==> config.mk <==
export PLATFORM = sky130hd
export DESIGN_NAME = zip_local_header_deframer_core
export DESIGN_NICKNAME = d
export VERILOG_FILES = /design/src/zlhd_pkg.sv /design/src/zlhd_front.sv /design/src/zlhd_back.sv /design/src/zip_local_header_deframer_core.sv
export SDC_FILE = /design/constraint.sdc
export NUM_CORES = 1
export LEC_CHECK = 0
export BUFFER_PORTS_ARGS = -buffer_cell sky130_fd_sc_hd__buf_2
export CORE_ASPECT_RATIO = 1.5
export CORE_MARGIN = 1.5
export CORE_UTILIZATION = 40
export DETAILED_ROUTE_END_ITERATION = 12
export GPL_TIMING_DRIVEN = 0
export PLACE_DENSITY = 0.53
export SYNTH_ARGS = -nofsm -noshare
export SYNTH_HDL_FRONTEND = slang
export SYNTH_HIERARCHICAL = 1
export SYNTH_SLANG_ARGS = --single-unit
==> constraint.sdc <==
create_clock -name clock -period 8.3 [get_ports clock]
set_clock_uncertainty 0.05 [all_clocks]
set_input_delay 0.83 -clock clock [delete_from_list [all_inputs] [get_ports clock]]
set_output_delay 0.83 -clock clock [all_outputs]
set_load 0.005 [all_outputs]
==> src/zlhd_pkg.sv <==
package zlhd_pkg;

   localparam logic [31:0] LOCAL_MAGIC    = 32'h04034b50;
   localparam logic [7:0]  DESC_FLAG_MASK = 8'h08;
   localparam logic [31:0] DESC_LEN       = 32'd12;
   localparam logic [4:0]  HEADER_LAST    = 5'd29;

   localparam logic [1:0] KIND_NAME    = 2'd0;
   localparam logic [1:0] KIND_CONTENT = 2'd1;
   localparam logic [1:0] KIND_END     = 2'd2;
   localparam logic [1:0] KIND_STOP    = 2'd3;

   localparam logic [1:0] STATUS_STORED      = 2'd0;
   localparam logic [1:0] STATUS_LISTED      = 2'd1;
   localparam logic [1:0] STATUS_UNSUPPORTED = 2'd2;

   localparam logic [1:0] REASON_END        = 2'd0;
   localparam logic [1:0] REASON_BAD_SIG    = 2'd1;
   localparam logic [1:0] REASON_NAME_TRUNC = 2'd2;
   localparam logic [1:0] REASON_DATA_TRUNC = 2'd3;

   localparam int          CSR_ADDR_WIDTH = 3;
   localparam logic [2:0]  ADDR_LIST_ONLY = 3'd0;

   localparam int RSP_DATA_WIDTH = 96;

   // results caused by one request byte: an optional byte record, then an
   // optional entry end or stop record
   typedef struct packed {
      logic        a_valid;
      logic [1:0]  a_kind;
      logic [7:0]  a_byte;
      logic        b_valid;
      logic [1:0]  b_kind;
      logic [1:0]  b_status;
      logic [1:0]  b_reason;
      logic        b_carry;
      logic [15:0] method;
      logic [31:0] stored;
      logic [31:0] original;
   } pair_type;

endpackage

==> src/zlhd_front.sv <==
module zlhd_front (
   input  logic               clock,
   input  logic               reset,
   input  logic               list_only,
   input  logic               in_valid,
   output logic               in_ready,
   input  logic [7:0]         in_byte,
   input  logic               in_final,
   input  logic               space,
   output logic               push,
   output zlhd_pkg::pair_type push_data
);

   localparam logic [2:0] PH_HEADER  = 3'd0;
   localparam logic [2:0] PH_NAME    = 3'd1;
   localparam logic [2:0] PH_EXTRA   = 3'd2;
   localparam logic [2:0] PH_DATA    = 3'd3;
   localparam logic [2:0] PH_DESC    = 3'd4;
   localparam logic [2:0] PH_STOPPED = 3'd5;

   logic [2:0]  phase_ff, phase_in;
   logic [31:0] count_ff, count_in;
   logic [31:0] sig_ff, sig_in;
   logic        desc_ff, desc_in;
   logic [15:0] method_ff, method_in;
   logic [31:0] stored_ff, stored_in;
   logic [31:0] orig_ff, orig_in;
   logic [15:0] name_len_ff, name_len_in;
   logic [15:0] extra_len_ff, extra_len_in;

   logic        accept;
   logic [31:0] cnt_inc;
   logic        enter_req;
   logic [2:0]  enter_ph;
   logic        close_req;
   logic        closed;
   logic        stopped;
   zlhd_pkg::pair_type pair;

   assign in_ready = space;
   assign accept   = in_valid && space;
   assign cnt_inc  = count_ff + 32'd1;

   always_comb begin
      phase_in     = phase_ff;
      count_in     = count_ff;
      sig_in       = sig_ff;
      desc_in      = desc_ff;
      method_in    = method_ff;
      stored_in    = stored_ff;
      orig_in      = orig_ff;
      name_len_in  = name_len_ff;
      extra_len_in = extra_len_ff;
      enter_req    = 1'b0;
      enter_ph     = PH_NAME;
      close_req    = 1'b0;
      closed       = 1'b0;
      stopped      = 1'b0;
      pair         = '0;
      pair.a_kind  = zlhd_pkg::KIND_NAME;
      pair.a_byte  = in_byte;

      case (phase_ff)
         PH_HEADER: begin
            if (count_ff[4:0] == 5'd0) begin
               sig_in       = '0;
               desc_in      = 1'b0;
               method_in    = '0;
               stored_in    = '0;
               orig_in      = '0;
               name_len_in  = '0;
               extra_len_in = '0;
            end
            case (count_ff[4:0])
               5'd0:  sig_in[7:0]           = in_byte;
               5'd1:  sig_in[15:8]          = in_byte;
               5'd2:  sig_in[23:16]         = in_byte;
               5'd3:  sig_in[31:24]         = in_byte;
               5'd6:  desc_in = (in_byte & zlhd_pkg::DESC_FLAG_MASK) != 8'd0;
               5'd8:  method_in[7:0]        = in_byte;
               5'd9:  method_in[15:8]       = in_byte;
               5'd18: stored_in[7:0]        = in_byte;
               5'd19: stored_in[15:8]       = in_byte;
               5'd20: stored_in[23:16]      = in_byte;
               5'd21: stored_in[31:24]      = in_byte;
               5'd22: orig_in[7:0]          = in_byte;
               5'd23: orig_in[15:8]         = in_byte;
               5'd24: orig_in[23:16]        = in_byte;
               5'd25: orig_in[31:24]        = in_byte;
               5'd26: name_len_in[7:0]      = in_byte;
               5'd27: name_len_in[15:8]     = in_byte;
               5'd28: extra_len_in[7:0]     = in_byte;
               5'd29: extra_len_in[15:8]    = in_byte;
               default: ;
            endcase
            count_in = cnt_inc;
            if (count_ff[4:0] == zlhd_pkg::HEADER_LAST) begin
               if (sig_in != zlhd_pkg::LOCAL_MAGIC) begin
                  pair.b_valid  = 1'b1;
                  pair.b_kind   = zlhd_pkg::KIND_STOP;
                  pair.b_reason = zlhd_pkg::REASON_BAD_SIG;
                  phase_in      = PH_STOPPED;
                  count_in      = '0;
                  stopped       = 1'b1;
               end else begin
                  enter_req = 1'b1;
                  enter_ph  = PH_NAME;
               end
            end
         end
         PH_NAME: begin
            pair.a_valid = 1'b1;
            pair.a_kind  = zlhd_pkg::KIND_NAME;
            count_in     = cnt_inc;
            if (cnt_inc == {16'd0, name_len_ff}) begin
               enter_req = 1'b1;
               enter_ph  = PH_EXTRA;
            end
         end
         PH_EXTRA: begin
            count_in = cnt_inc;
            if (cnt_inc == {16'd0, extra_len_ff}) begin
               enter_req = 1'b1;
               enter_ph  = PH_DATA;
            end
         end
         PH_DATA: begin
            if (!list_only && method_ff == 16'd0) begin
               pair.a_valid = 1'b1;
               pair.a_kind  = zlhd_pkg::KIND_CONTENT;
            end
            count_in = cnt_inc;
            if (cnt_inc == stored_ff) close_req = 1'b1;
         end
         PH_DESC: begin
            count_in = cnt_inc;
            if (cnt_inc == zlhd_pkg::DESC_LEN) begin
               phase_in = PH_HEADER;
               count_in = '0;
            end
         end
         default: ;
      endcase

      if (enter_req) begin
         count_in = '0;
         if (enter_ph == PH_NAME && name_len_in == 16'd0) enter_ph = PH_EXTRA;
         if (enter_ph == PH_EXTRA && extra_len_in == 16'd0) enter_ph = PH_DATA;
         if (enter_ph == PH_DATA && stored_in == 32'd0) begin
            close_req = 1'b1;
         end else begin
            phase_in = enter_ph;
         end
      end

      if (close_req) begin
         pair.b_valid = 1'b1;
         pair.b_kind  = zlhd_pkg::KIND_END;
         pair.b_carry = 1'b1;
         if (list_only) begin
            pair.b_status = zlhd_pkg::STATUS_LISTED;
         end else if (method_in == 16'd0) begin
            pair.b_status = zlhd_pkg::STATUS_STORED;
         end else begin
            pair.b_status = zlhd_pkg::STATUS_UNSUPPORTED;
         end
         phase_in = desc_in ? PH_DESC : PH_HEADER;
         count_in = '0;
         closed   = 1'b1;
      end

      if (in_final && !closed && !stopped) begin
         pair.b_kind = zlhd_pkg::KIND_STOP;
         case (phase_in)
            PH_HEADER, PH_DESC: begin
               pair.b_valid  = 1'b1;
               pair.b_reason = zlhd_pkg::REASON_END;
            end
            PH_NAME: begin
               pair.b_valid  = 1'b1;
               pair.b_reason = zlhd_pkg::REASON_NAME_TRUNC;
               pair.b_carry  = 1'b1;
            end
            PH_EXTRA, PH_DATA: begin
               pair.b_valid  = 1'b1;
               pair.b_reason = zlhd_pkg::REASON_DATA_TRUNC;
               pair.b_carry  = 1'b1;
            end
            default: ;
         endcase
      end

      pair.method   = method_in;
      pair.stored   = stored_in;
      pair.original = orig_in;
   end

   assign push      = accept && (pair.a_valid || pair.b_valid);
   assign push_data = pair;

   always_ff @(posedge clock) begin
      if (reset || (accept && in_final)) begin
         phase_ff     <= PH_HEADER;
         count_ff     <= '0;
         sig_ff       <= '0;
         desc_ff      <= 1'b0;
         method_ff    <= '0;
         stored_ff    <= '0;
         orig_ff      <= '0;
         name_len_ff  <= '0;
         extra_len_ff <= '0;
      end else if (accept) begin
         phase_ff     <= phase_in;
         count_ff     <= count_in;
         sig_ff       <= sig_in;
         desc_ff      <= desc_in;
         method_ff    <= method_in;
         stored_ff    <= stored_in;
         orig_ff      <= orig_in;
         name_len_ff  <= name_len_in;
         extra_len_ff <= extra_len_in;
      end
   end

endmodule

==> src/zlhd_back.sv <==
module zlhd_back #(
   parameter int DEPTH = 4
) (
   input  logic                                  clock,
   input  logic                                  reset,
   input  logic                                  push,
   input  zlhd_pkg::pair_type                    push_data,
   output logic                                  space,
   output logic                                  rsp_tvalid,
   input  logic                                  rsp_tready,
   output logic [zlhd_pkg::RSP_DATA_WIDTH-1:0]   rsp_tdata,
   output logic [1:0]                            rsp_tuser,
   output logic                                  rsp_tlast
);

   localparam int PW = (DEPTH > 1) ? $clog2(DEPTH) : 1;
   localparam int CW = $clog2(DEPTH + 1);
   localparam logic [PW-1:0] PTR_LAST = PW'(DEPTH - 1);

   zlhd_pkg::pair_type queue_ff [DEPTH];
   logic [PW-1:0] wr_ptr_ff, wr_ptr_in;
   logic [PW-1:0] rd_ptr_ff, rd_ptr_in;
   logic [CW-1:0] count_ff, count_in;
   logic          half_ff, half_in;

   logic                                valid_ff, valid_in;
   logic [zlhd_pkg::RSP_DATA_WIDTH-1:0] data_ff, data_in;
   logic [1:0]                          kind_ff, kind_in;
   logic                                last_ff, last_in;

   zlhd_pkg::pair_type head;
   logic head_valid;
   logic load;
   logic send_a;
   logic pop;
   logic carry;
   logic [7:0] rec_byte;
   logic [1:0] rec_status;
   logic [1:0] rec_reason;

   assign space      = count_ff != CW'(DEPTH);
   assign head_valid = count_ff != '0;
   assign head       = queue_ff[rd_ptr_ff];
   assign load       = head_valid && (!valid_ff || rsp_tready);
   assign send_a     = head.a_valid && !half_ff;
   assign pop        = load && !(send_a && head.b_valid);

   always_comb begin
      wr_ptr_in = wr_ptr_ff;
      rd_ptr_in = rd_ptr_ff;
      if (push) wr_ptr_in = (wr_ptr_ff == PTR_LAST) ? '0 : wr_ptr_ff + PW'(1);
      if (pop) rd_ptr_in = (rd_ptr_ff == PTR_LAST) ? '0 : rd_ptr_ff + PW'(1);
      count_in = count_ff + CW'(push) - CW'(pop);
      half_in  = half_ff;
      if (load) half_in = send_a && head.b_valid;
   end

   always_comb begin
      kind_in    = send_a ? head.a_kind : head.b_kind;
      rec_byte   = send_a ? head.a_byte : 8'd0;
      rec_status = send_a ? 2'd0 : head.b_status;
      rec_reason = send_a ? 2'd0 : head.b_reason;
      carry      = send_a || head.b_carry;
      last_in    = !(send_a && head.b_valid);
      data_in    = {4'd0,
                    carry ? head.original : 32'd0,
                    carry ? head.stored : 32'd0,
                    carry ? head.method : 16'd0,
                    rec_reason, rec_status, rec_byte};
      valid_in   = valid_ff;
      if (load) begin
         valid_in = 1'b1;
      end else if (rsp_tready) begin
         valid_in = 1'b0;
      end
   end

   always_ff @(posedge clock) begin
      if (push) queue_ff[wr_ptr_ff] <= push_data;
      if (load) begin
         data_ff <= data_in;
         kind_ff <= kind_in;
         last_ff <= last_in;
      end
   end

   always_ff @(posedge clock) begin
      if (reset) begin
         wr_ptr_ff <= '0;
         rd_ptr_ff <= '0;
         count_ff  <= '0;
         half_ff   <= 1'b0;
         valid_ff  <= 1'b0;
      end else begin
         wr_ptr_ff <= wr_ptr_in;
         rd_ptr_ff <= rd_ptr_in;
         count_ff  <= count_in;
         half_ff   <= half_in;
         valid_ff  <= valid_in;
      end
   end

   assign rsp_tvalid = valid_ff;
   assign rsp_tdata  = data_ff;
   assign rsp_tuser  = kind_ff;
   assign rsp_tlast  = last_ff;

endmodule

==> src/zip_local_header_deframer_core.sv <==
// Walks zip local entries in an archive that arrives one byte per request
// (tlast marks the archive's last byte). Each entry's 30-byte header is
// checked for the local signature; name bytes are passed on, and content
// bytes of stored entries are passed on unless list_only is set. Every complete
// entry closes with an entry end record and a stop record reports a clean end, a
// bad signature or truncation; after a stop, bytes up to the final one give
// nothing. The parser takes one byte per cycle and writes the one or two
// results of each byte into a queue of QUEUE_DEPTH requests; the output side
// sends one result per cycle while rsp_tready is high, so a byte that yields
// two results (a name or content byte that also closes an entry or ends the
// archive) goes out as two records, one that yields one as one record and
// one that yields none as nothing. The request side stalls only while the
// queue is full. Each result is held in the queue, then in the output register.
module zip_local_header_deframer_core #(
   parameter int QUEUE_DEPTH = 4
) (
   input  logic                                  clock,
   input  logic                                  reset,
   // data_byte [7:0]
   input  logic [7:0]                            req_tdata,
   input  logic                                  req_tlast,
   input  logic                                  req_tvalid,
   output logic                                  req_tready,
   // byte_value [7:0], entry_status [9:8], stop_reason [11:10],
   // method_code [27:12], stored_size [59:28], original_size [91:60]
   output logic [zlhd_pkg::RSP_DATA_WIDTH-1:0]   rsp_tdata,
   // record_kind [1:0]
   output logic [1:0]                            rsp_tuser,
   output logic                                  rsp_tlast,
   output logic                                  rsp_tvalid,
   input  logic                                  rsp_tready,
   input  logic                                  csr_psel,
   input  logic                                  csr_penable,
   input  logic                                  csr_pwrite,
   input  logic [zlhd_pkg::CSR_ADDR_WIDTH-1:0]   csr_paddr,
   input  logic [31:0]                           csr_pwdata,
   output logic [31:0]                           csr_prdata,
   output logic                                  csr_pready
);

   logic list_only_ff, list_only_in;
   logic space;
   logic push;
   zlhd_pkg::pair_type push_data;

   assign csr_pready = 1'b1;

   always_comb begin
      list_only_in = list_only_ff;
      if (csr_psel && csr_penable && csr_pwrite && csr_pready &&
          csr_paddr == zlhd_pkg::ADDR_LIST_ONLY) begin
         list_only_in = csr_pwdata[0];
      end
   end

   always_ff @(posedge clock) begin
      if (reset) begin
         list_only_ff <= 1'b0;
      end else begin
         list_only_ff <= list_only_in;
      end
   end

   assign csr_prdata = (csr_paddr == zlhd_pkg::ADDR_LIST_ONLY) ?
                       {31'd0, list_only_ff} : 32'd0;

   zlhd_front u_front (
      .clock     (clock),
      .reset     (reset),
      .list_only (list_only_ff),
      .in_valid  (req_tvalid),
      .in_ready  (req_tready),
      .in_byte   (req_tdata),
      .in_final  (req_tlast),
      .space     (space),
      .push      (push),
      .push_data (push_data)
   );

   zlhd_back #(
      .DEPTH (QUEUE_DEPTH)
   ) u_back (
      .clock      (clock),
      .reset      (reset),
      .push       (push),
      .push_data  (push_data),
      .space      (space),
      .rsp_tvalid (rsp_tvalid),
      .rsp_tready (rsp_tready),
      .rsp_tdata  (rsp_tdata),
      .rsp_tuser  (rsp_tuser),
      .rsp_tlast  (rsp_tlast)
   );

endmodule

# --- After elaboration in Yosys (flattened, before gate mapping) ---
# Memory sizes are Yosys's and may differ from the RTL's. A register that Yosys moved wholly into a read port is not among the register bits.
# Index checks and enable logic that the tools add are counted.
word_totals:
  inputBits: 51
  mem_count: 1
  rom_bits: 0
  output_inout_bits: 134
  mem_bits_rw: 396
  regBits: 285
  latch_bits: 0
  wordCells: 204
mem_list:
  columns: ["memory", "words", "width", "read_ports", "rd_ports_with_merged_regs", "wr", "line", "rtl"]
  rows:
  - ["u_back.queue_ff", 4, 99, 1, 1, 1, "zlhd_back.sv:20", "zlhd_pkg::pair_type queue_ff [DEPTH];"]
op_classes:
  n_reduce_logical: 45
  magnitude_cmp: 0
  n_mul: 0
  n_eq_ne: 37
  bitwise: 0
  mux: 96
  div_mod_pow: 0
  add_sub_neg: 5
  shift: 0
op_table:
  columns: ["op", "count"]
  rows:
  - ["$mux W32", 10]
  - ["$mux W8", 22]
  - ["$mux W16", 6]
  - ["$pmux W32 S3", 1]
  - ["$eq A32 B16 Y1", 2]
  - ["$logic_not A16 Y1", 4]
  - ["$eq A5 B5 Y1 const B", 12]
  - ["$mux W3", 17]
  - ["$add A32 B1 Y32 const B", 1]
  - ["$eq A32 B32 Y1", 1]
  - ["$eq A32 B4 Y1 const B", 1]
  - ["$logic_not A32 Y1", 1]
  - ["$ne A32 B27 Y1 const B", 1]
  - ["$mux W1", 23]
  - ["$mux W2", 11]
  - ["$eq A3 B2 Y1 const B", 6]
  - ["$pmux W3 S2", 3]
  - ["$logic_and A1 B1 Y1", 16]
  - ["$eq A5 B2 Y1 const B", 2]
  - ["$eq A5 B4 Y1 const B", 2]
  - ["$eq A3 B1 Y1 const B", 3]
  - ["$logic_not A3 Y1", 3]
  - ["$eq A3 B3 Y1 const B", 2]
  - ["$logic_not A1 Y1", 6]
  - ["19 further kinds", 27]

# --- Depth between registers and ports, before layout ---
# Gate-level depths: netlist (run 1).
depth:
  depth_word: 26
  depth_mapped: 20
  ltp_nobuf: 18

# --- By module ---
# Netlist (run 1), hierarchy kept.
modules_own_cells:
  columns: ["mod", "instances", "area_per_inst_um2", "cells_each", "seq_area_each_um2"]
  rows:
  - ["zlhd_back", 1, 18398.9, 787, 14964.4]
  - ["zlhd_front", 1, 11053.1, 1427, 3603.5]
  - ["zip_local_header_deframer_core", 1, 314.1, 41, 20.0]

# --- Least setup slack after synthesis (run 1) ---
# No wires, ideal clock.
synth_timing:
  path_kind: "input to register"
  startpoint: "in rsp_tready"
  endpoint: "reg u_back.count_ff[2]"
  path_stages: 11
  arrival_ns: 7.326
  setup_ns: 0.126
  path_buffers: 0
  t_required_ns: 8.124
  slack_ns: 0.798
  cell_sequence: "inv_1 a21oi_1 o31ai_2 inv_1 ha_1 inv_1 ha_1 fa_1 xnor2_1 xnor2_1 nor2_1"
synth_via:
  elab_chain_cells: 4
synth_lines:
  columns: ["element", "line", "rtl"]
  rows:
  - ["from (decl)", "zip_local_header_deframer_core.sv:31", "input logic rsp_tready,"]
  - ["$logic_or A1 B1 Y1", "zlhd_back.sv:44", "assign load = head_valid && (!valid_ff || rsp_tready);"]
  - ["$logic_and A1 B1 Y1", "zlhd_back.sv:44", null]
  - ["net u_back.load", "zlhd_back.sv:33", "logic load;"]
  - ["$logic_and A1 B1 Y1", "zlhd_back.sv:46", "assign pop = load && !(send_a && head.b_valid);"]
  - ["$sub A3 B1 Y3", "zlhd_back.sv:53", "count_in = count_ff + CW'(push) - CW'(pop);"]
  - ["to (signal assigned)", "zlhd_back.sv:97", "count_ff <= count_in;"]
  - ["to (decl)", "zlhd_back.sv:23", "logic [CW-1:0] count_ff, count_in;"]
# The timed path passes the listed nets, and every way through them passes these cells.
# A chain may end at the register's enable or synchronous reset.

# --- Final worst setup path (run 1) ---
layout_timing:
  startpoint: "reg u_front.count_ff[1]"
  endpoint: "mem u_back/queue_ff[0][60] (netlist name) (enable)"
layout_via:
  elab_chain_cells: 25
  elab_cells_between_ends: 102
  cone_classes: "add/sub: 1; eq/ne: 24; mux: 62; reduce/logical: 15"
layout_lines:
  columns: ["element", "line", "rtl"]
  rows:
  - ["from (decl)", "zlhd_front.sv:22", "logic [31:0] count_ff, count_in;"]
  - ["from (signal assigned)", "zlhd_front.sv:214", "count_ff <= count_in;"]
  - ["$add A32 B1 Y32 / $logic_not A5 Y1 (equally long branches)", "zlhd_front.sv:42, zlhd_front.sv:65, zlhd_front.sv:74", null]
  - ["$eq A32 B16 Y1 (tied with other cells)", "zlhd_front.sv:115", "if (cnt_inc == {16'd0, name_len_ff}) begin"]
  - ["$mux W2 (tied with other cells)", "zlhd_front.sv:115", null]
  - ["$pmux W3 S2 / $mux W16 (equally long branches)", "zlhd_front.sv:63", "case (phase_ff)"]
  - ["$eq A3 B1 Y1 / $logic_not A16 Y1 (equally long branches)", "zlhd_front.sv:147", "if (enter_ph == PH_NAME && name_len_in == 16'd0) enter_ph = PH_EXTRA;"]
  - ["$logic_and A1 B1 Y1", "zlhd_front.sv:147", null]
  - ["$mux W3", "zlhd_front.sv:147", null]
  - ["$mux W3", "zlhd_front.sv:145", "if (enter_req) begin"]
  - ["[... 10 more ...]", null, null]
  - ["$reduce_or A5 Y1 (no source line) / $logic_and A1 B1 Y1 (equally long branches)", null, null]
  - ["$mux W1 / $logic_and A1 B1 Y1 (equally long branches)", "zlhd_front.sv:174, zlhd_front.sv:172", null]
  - ["$mux W3 (*)", "zlhd_front.sv:172", "if (in_final && !closed && !stopped) begin"]
  - ["$logic_or A1 B1 Y1 (*)", "zlhd_front.sv:198", "assign push = accept && (pair.a_valid || pair.b_valid);"]
  - ["$logic_and A1 B1 Y1 (*)", "zlhd_front.sv:198", null]
  - ["net push", "zip_local_header_deframer_core.sv:43", "logic push;"]
  - ["$mux W1 (*)", "zlhd_back.sv:79", "if (push) queue_ff[wr_ptr_ff] <= push_data;"]
  - ["$mux W1 (not written as such) (*)", "zlhd_back.sv:79", null]
  - ["to (decl)", "zlhd_back.sv:20", null]
# Mark *: on every way through the listed nets, which the timed path passes. The rest lies on a longest branch. The select of a mux whose other input is x is not followed.

==> results.cfg, run 1 <==
[run_status]
result_of_the_run = finished, final reports clean

[grt]
grt_antenna_before_repair = 3
grt_pass1_wl_um = 127000
track_usage_pct = 22.7
first_global_vias = 19600
overall_overflow_remaining_after_global_route = 0
largest_net_degree_at_the_start_of_global_routing = 55

[detailed_routing]
routed_wire_length_on_met2_um = 43800
firstDrtPassIters = 5
postRouteAntennaNets = 0
met1Wirelength_um = 33900
routed_length_per_placed_instance_um = 24.5
dr.max_layer_used = met5
met3RoutedLength_um = 4480
remaining_drc_errors = 0
number_of_drc_violations_after_detailed_routing_iteration_0 = 1659
routed_wirelength_um = 86400
drt-vias-per-instance = 5.60
route.vias.total = 19800

[worst_hold_path]
cell_depth_of_the_worst_min_delay_path = 1
class_of_the_worst_hold_path = input pin to flop

[place]
dp.final_hpwl_um = 60900
gp_routability_congestion = 0.943
dpl_worst_slack_ns = 0.730
dpl.cell_count = 3403
detailed_place.area_um2 = 31900
place.port_buffers = 116

[timing]
layout_worst_path_cycle_share_pct = 92.4
report.final.hold_viol_count = 0
setup_ws_ns = 0.629
max-slew-margin-rel_pct = 13.4
rsz0062_at_grt = no
tightest_slew_ns = 1.29
period_minus_slack_ns = 7.67
timing.fmax_mhz = 130
hold_ws_ns = 0.360
setup_tns_ns = 0
final_slew_viol_count = 0
number_of_failing_setup_endpoints_in_the_final_timing_report = 0

[pwr]
worst_ir_drop_vdd_mv = 0.158
static-leakage-power_nw = 12.0
power_per_cell_area_nw_per_um2 = 291
power.switching_fraction_pct = 29.3
pwr-share-comb_pct = 23.9
share_seq_of_total_power_pct = 43.7
share_clk_of_total_power_pct = 32.4
total_power_mw = 9.95
total_switching_power_mw = 2.92
internal_power_mw = 7.03

[cells_and_area]
ff_latch_area_um2 = 18600
post_layout_instance_count_excluding_filler_cells = 3528
fillCellCount = 6559
num-nets-final = 2545
final_util_pct = 46.4
antenna_cells = 0
multiInputGateArea_um2 = 10100
finalInstanceArea_um2 = 34200
final_common_cell = sky130_fd_sc_hd__edfxtp_1
mostFrequentLayoutCells = sky130_fd_sc_hd__edfxtp_1, sky130_fd_sc_hd__nor2_1, sky130_fd_sc_hd__dfxtp_1
layout-area-overhead-vs-synth_pct = 15.0
drive_above_1_share_pct = 18.1

[synth]
synth_enable_flop_cells = 491
synth_seq_area_share_pct = 62.4
mappedNetlistArea_um2 = 29800
synth_cell_types = 93
asyncSetResetFlopFracSynth_pct = 0
syn-mean-instance-area_um2 = 13.2
post_synth_inst_count = 2255
ys_ff_latch = 683
postSynth.topFlopCell = sky130_fd_sc_hd__edfxtp_1
number_of_warning_messages_in_the_yosys_log = 6

[floorplanning]
ios = 185
chipWidth_um = 226
die_area_um2 = 76100
core.rowCount = 122
chipHeight_um = 337
floorplan.initialDensity_pct = 40.4
core_area_um2 = 73700

[critical_path]
cp_data_arrival_time_ns = 7.90
timing.setup.critical_path_class = flop to flop
required_ns = 8.53
critical_path.endpoint_type = flop
cpMaxStageDelayCell = sky130_fd_sc_hd__a211oi_1
critical_path_peak_fanout = 53
crit_path_cell_trace = ha_1, buf_2, nand4_4, or4_1, buf_2, or4_1, xnor2_1, or4_4, nor4b_4, a21boi_0, and2_1, a211oi_1, and2_4, buf_16
critPathMaxStageDelay_ns = 1.06
worst_setup_path_start_kind = flop
worstRegToRegCells = 14

[clocking]
tritoncts = built
ctsResizeCount = 0
cts_buffer_depth = 3
cts_num_sinks = 683
insertion_delay_ns = 0.63
postCtsSetupRepairBufs = 0
root_buffer_cell = sky130_fd_sc_hd__clkbuf_16
ctsHoldBuffers = 0
cts-htree-levels = 3
clk_transition_reported_paths_ns = 0.07
numCtsBuffers = 68

[run]
cap_viol_max_count = 0
[registers in the layout, summed over array words and instances (netlist names), 16 cells and up, named ones only]
| name | flops |
|---|---|
| u_front/sig_ff | 32 |
| u_front/name_len_ff | 16 |
| u_back/rsp_tdata | 92 |
| u_front/method_ff | 16 |
| u_front/orig_ff | 32 |
| u_front/stored_ff | 32 |
| u_front/extra_len_ff | 16 |
| u_back/queue_ff | 396 |
| u_front/count_ff | 32 |
[area by class of cell]
class,count,share of cell area (%)
Sequential cell,683,54.3
Multi-Input combinational cell,1362,29.5
Clock buffer,83,5.47
Tap cell,992,3.62
Buffer,194,3.00
Timing Repair Buffer,124,2.23
Clock inverter,41,1.31
Inverter,49,0.537
[worst paths after layout]
path / start / end / slack (ns)
worst max register to register: u_front/count_ff[1] / u_back/queue_ff[0][60] / 0.63
worst min-delay path: req_tdata[3] / u_back/queue_ff[3][91] / 0.36
worst max-delay path: u_front/count_ff[1] / u_back/queue_ff[0][60] / 0.63
worst min register to register: u_front/sig_ff[3] / u_front/sig_ff[3] / 0.40
[cells in the mapped netlist, types with 5 or more instances]
master                        n  share of area, %
sky130_fd_sc_hd__a211oi_1    29              0.73
sky130_fd_sc_hd__mux4_2      97               7.3
sky130_fd_sc_hd__nor4b_1      8              0.24
sky130_fd_sc_hd__nor3b_1      8              0.20
sky130_fd_sc_hd__or4_1       16              0.40
sky130_fd_sc_hd__clkbuf_1    89               1.1
sky130_fd_sc_hd__and2_1      18              0.38
sky130_fd_sc_hd__buf_4       63               1.6
sky130_fd_sc_hd__nor4_1      25              0.53
sky130_fd_sc_hd__ha_1        11              0.46
sky130_fd_sc_hd__a21oi_1     71               1.2
sky130_fd_sc_hd__o2111ai_1    5              0.15
sky130_fd_sc_hd__and3_1      12              0.25
sky130_fd_sc_hd__nand3b_1     5              0.13
sky130_fd_sc_hd__o41ai_1      6              0.18
sky130_fd_sc_hd__nor2_1     205               2.6
sky130_fd_sc_hd__inv_1       47              0.59
sky130_fd_sc_hd__nand2b_1    19              0.40
sky130_fd_sc_hd__buf_2       26              0.44
sky130_fd_sc_hd__nand4b_1     5              0.15
sky130_fd_sc_hd__nand4_1     34              0.71
sky130_fd_sc_hd__nand2_1    132               1.7
sky130_fd_sc_hd__o21ai_0     32              0.54
sky130_fd_sc_hd__or2_2        5              0.11
sky130_fd_sc_hd__or3_1       14              0.29
sky130_fd_sc_hd__nor3_1      63               1.1
sky130_fd_sc_hd__o21ai_1     13              0.22
sky130_fd_sc_hd__o22ai_1     12              0.25
sky130_fd_sc_hd__xnor2_1     48               1.4
sky130_fd_sc_hd__edfxtp_1   491                50
sky130_fd_sc_hd__nor4_2       5              0.21
sky130_fd_sc_hd__a22o_1      62               1.8
sky130_fd_sc_hd__a31oi_1     29              0.61
sky130_fd_sc_hd__xnor3_1      9              0.68
sky130_fd_sc_hd__nor2b_1    105               2.2
sky130_fd_sc_hd__mux2i_1     12              0.40
sky130_fd_sc_hd__buf_1       12              0.15
sky130_fd_sc_hd__a22oi_1     74               1.9
sky130_fd_sc_hd__dfxtp_1    192                13
sky130_fd_sc_hd__xor2_1      21              0.62
sky130_fd_sc_hd__o211ai_1     6              0.15
sky130_fd_sc_hd__mux2_2       7              0.26
sky130_fd_sc_hd__nand3_1     26              0.44
[power groups by stage]
stage | Combinational (mW) | Clock (mW) | Sequential, mW
2_1_floorplan | 1.43 | 0 | 4.48
3_3_place_gp | 2.33 | 0 | 4.50
4_1_cts | 2.42 | 3.30 | 4.35
3_5_place_dp | 2.41 | 0 | 4.42
5_1_grt | 2.58 | 3.41 | 4.39
6_report | 2.38 | 3.22 | 4.35
[cell families (layout without fill, tap and decap cells)]
family,after synthesis,count (layout),share of synthesized area (%)
simple gates,732,732,12.9
flops,683,683,62.4
xor+xnor,79,79,2.79
buf+inv,243,491,4.07
compound gates,385,385,9.17
other cells,4,37,0.0504
mux,117,117,8.05
fa+ha+maj,12,12,0.530
[worst max-delay path: cells and delay by family, from the launching register on]
kind | cells | cell delay (ns)
adders and majority gates | 1 | 0.18
buffers and inverters | 3 | 0.85
AOI/OAI and AO/OA | 2 | 1.66
xor gates and xnor gates | 1 | 0.20
DFF | 1 | 0.45
and+or+nand+nor | 7 | 3.79
[layer usage]
metal / GRT usage (%) / vias up
li1: - / 8930
met1: 27.4 / 9952
met5: 0 / -
met4: 11.4 / 6
met3: 3.21 / 195
met2: 39.5 / 670
Note: power is estimated with default switching activity, not from simulation.
==> inputs of run 2 (changes only) <==
--- a/config.mk
+++ b/config.mk
@@ -11,7 +11,6 @@
 export CORE_UTILIZATION = 40
 export DETAILED_ROUTE_END_ITERATION = 12
 export GPL_TIMING_DRIVEN = 0
-export PLACE_DENSITY = 0.53
 export SYNTH_ARGS = -nofsm -noshare
 export SYNTH_HDL_FRONTEND = slang
 export SYNTH_HIERARCHICAL = 1
==> run 2 against run 1 <==
- clock power is 8.4% lower
- critical path type unchanged
- power is 2.9% lower
- maximum frequency is 1.9% higher
- non-clock buffer count is 1 lower
- critical endpoint is now u_back/queue_ff[3][17]
- sequential share of layout area is 0.42 points higher
- final area is 0.76% lower
- die area stayed put
- worst hold slack better by 0.0035 ns
- first-iteration DRC count is 13% higher
- flip-flop and latch count stayed put
==> results.cfg, run 2 (synthesis results as in run 1) <==
[detailed_routing]
remaining_drc_errors = 0
postRouteAntennaNets = 0
firstDrtPassIters = 5
routed_wirelength_um = 84500
number_of_drc_violations_after_detailed_routing_iteration_0 = 1868
routed_length_per_placed_instance_um = 24.0
drt-vias-per-instance = 5.65
route.vias.total = 19900

[place]
gp_routability_congestion = 0.978
place.port_buffers = 116
detailed_place.area_um2 = 31900
dp.final_hpwl_um = 60200
dpl.cell_count = 3403

[timing]
max-slew-margin-rel_pct = 10.6
number_of_failing_setup_endpoints_in_the_final_timing_report = 0
layout_worst_path_cycle_share_pct = 90.7
rsz0062_at_grt = no
period_minus_slack_ns = 7.53
final_slew_viol_count = 0
report.final.hold_viol_count = 0
tightest_slew_ns = 1.33
timing.fmax_mhz = 133

[cells_and_area]
largest_reg_flops = 396
fillCellCount = 6530
largest_register = u_back/queue_ff
layout-area-overhead-vs-synth_pct = 14.2
num-nets-final = 2537
multiInputGateArea_um2 = 10100
mostFrequentLayoutCells = sky130_fd_sc_hd__edfxtp_1, sky130_fd_sc_hd__nor2_1, sky130_fd_sc_hd__dfxtp_1
finalInstanceArea_um2 = 34000
drive_above_1_share_pct = 17.8
ff_latch_area_um2 = 18600
final_util_pct = 46.1
final_common_cell = sky130_fd_sc_hd__edfxtp_1
post_layout_instance_count_excluding_filler_cells = 3519

[pwr]
power_per_cell_area_nw_per_um2 = 284
static-leakage-power_nw = 11.9
worst_ir_drop_vdd_mv = 0.178
share_seq_of_total_power_pct = 45.0
power.switching_fraction_pct = 29.3
share_clk_of_total_power_pct = 30.5
total_power_mw = 9.66
pwr-share-comb_pct = 24.5
internal_power_mw = 6.83
total_switching_power_mw = 2.83

[grt]
gr_layer_usage_met1_pct = 26.3
grt_busiest_layer = met2
overall_overflow_remaining_after_global_route = 0
grt_antenna_before_repair = 7
grt_pass1_wl_um = 125000
track_usage_pct = 22.2
globalRouteMet3Util_pct = 3.02
globalRouteMet2Util_pct = 38.9
first_global_vias = 19800
largest_net_degree_at_the_start_of_global_routing = 53

[critical_path]
critical_path.endpoint_type = flop
cp_data_arrival_time_ns = 7.77
timing.setup.critical_path_class = flop to flop
critical_path_peak_fanout = 52
critPathMaxStageDelay_ns = 0.84
worst-path-buf-inv = 3
worst_setup_path_start_kind = flop
cpMaxStageDelayCell = sky130_fd_sc_hd__and2_4
worst_path_dominant_cell_family = simple AND/OR/NAND/NOR gates
crit_path_cell_trace = ha_1, buf_2, nand4_4, or4_1, buf_2, or4_1, xnor2_1, or4_4, nor4b_4, and2_1, o21ai_0, nand2_1, nor2_1, a211oi_1, and2_4, buf_16
required_ns = 8.54

[clocking]
insertion_delay_ns = 0.64
postCtsSetupRepairBufs = 0
clk_transition_reported_paths_ns = 0.07
tritoncts = built
numCtsBuffers = 61
root_buffer_cell = sky130_fd_sc_hd__clkbuf_16
cts-htree-levels = 2
cts_buffer_depth = 3
ctsResizeCount = 0
cts_num_sinks = 683
ctsHoldBuffers = 0

[floorplanning]
chipWidth_um = 226
floorplan.initialDensity_pct = 40.4
die_area_um2 = 76100
ios = 185
core_area_um2 = 73700
chipHeight_um = 337
core.rowCount = 122

[run]
cap_viol_max_count = 0

[run_status]
result_of_the_run = finished, final reports clean

[worst_hold_path]
class_of_the_worst_hold_path = input pin to flop
run 2: cell types whose count changed in the layout (fill, tap and decap cells not counted), sizes merged:
cell      change
buf           -1
bufinv        +1
diode         +1
clkinv       -10
clkinvlp      +3
clkbuf        -3
run 2: power groups by stage:
| stage | clock network [mW] | registers [mW] | logic [mW] |
|---|---|---|---|
| 6_report | 2.95 | 4.35 | 2.36 |
| 5_1_grt | 3.13 | 4.39 | 2.56 |
| 4_1_cts | 3.02 | 4.35 | 2.40 |
| 3_5_place_dp | 0 | 4.43 | 2.39 |
| 3_3_place_gp | 0 | 4.49 | 2.29 |
| 2_1_floorplan | 0 | 4.48 | 1.43 |
run 2: per-stage QoR:
| step | hold WS, ns | worst slack (ns) | setup TNS, ns |
|---|---|---|---|
| floorplan | 0.381 | 0.798 | 0 |
| global placement | 0.390 | -2.23 | -870.87 |
| detailed placement | 0.398 | 0.841 | 0 |
| CTS | 0.329 | 0.794 | 0 |
| global route | 0.348 | 0.444 | 0 |
| finish | 0.363 | 0.770 | 0 |
run 2: worst paths after layout:
kind / from / endpoint / slack (ns) / cells after the start
worst max-delay path: u_front/count_ff[1] / u_back/queue_ff[3][17] / 0.77 / 16
worst min-delay path: req_tdata[3] / u_back/queue_ff[0][91] / 0.36 / 1
worst max register to register: u_front/count_ff[1] / u_back/queue_ff[3][17] / 0.77 / 16
worst min register to register: u_front/orig_ff[12] / u_front/orig_ff[12] / 0.41 / 2
run 2: layout make-up:
class                   count  share of cell area [%]
diodes                      1                 0.00736
clock buffers              80                    4.82
repair buffers            123                    2.21
clock inverters            35                    1.28
well taps                 992                    3.65
flip-flops and latches    683                    54.7
inverters                  49                   0.541
multi-input cells        1362                    29.8
plain buffers             194                    3.02
run 2: metal layers:
layer	wire [um]	share of wire (%)
met5	77	0.091
met3	4300	5.1
met2	43200	51
met1	32200	38
met4	4660	5.5
run 2: worst register-to-register path, cell delays in order (launching register included):
cell                       delay, ns
sky130_fd_sc_hd__dfxtp_1        0.44
sky130_fd_sc_hd__ha_1           0.18
sky130_fd_sc_hd__buf_2          0.28
sky130_fd_sc_hd__nand4_4        0.23
sky130_fd_sc_hd__or4_1          0.50
sky130_fd_sc_hd__buf_2          0.21
sky130_fd_sc_hd__or4_1          0.63
sky130_fd_sc_hd__xnor2_1        0.20
sky130_fd_sc_hd__or4_4          0.57
sky130_fd_sc_hd__nor4b_4        0.60
sky130_fd_sc_hd__and2_1         0.28
sky130_fd_sc_hd__o21ai_0        0.35
sky130_fd_sc_hd__nand2_1        0.37
sky130_fd_sc_hd__nor2_1         0.13
sky130_fd_sc_hd__a211oi_1       0.83
sky130_fd_sc_hd__and2_4         0.85
sky130_fd_sc_hd__buf_16         0.40
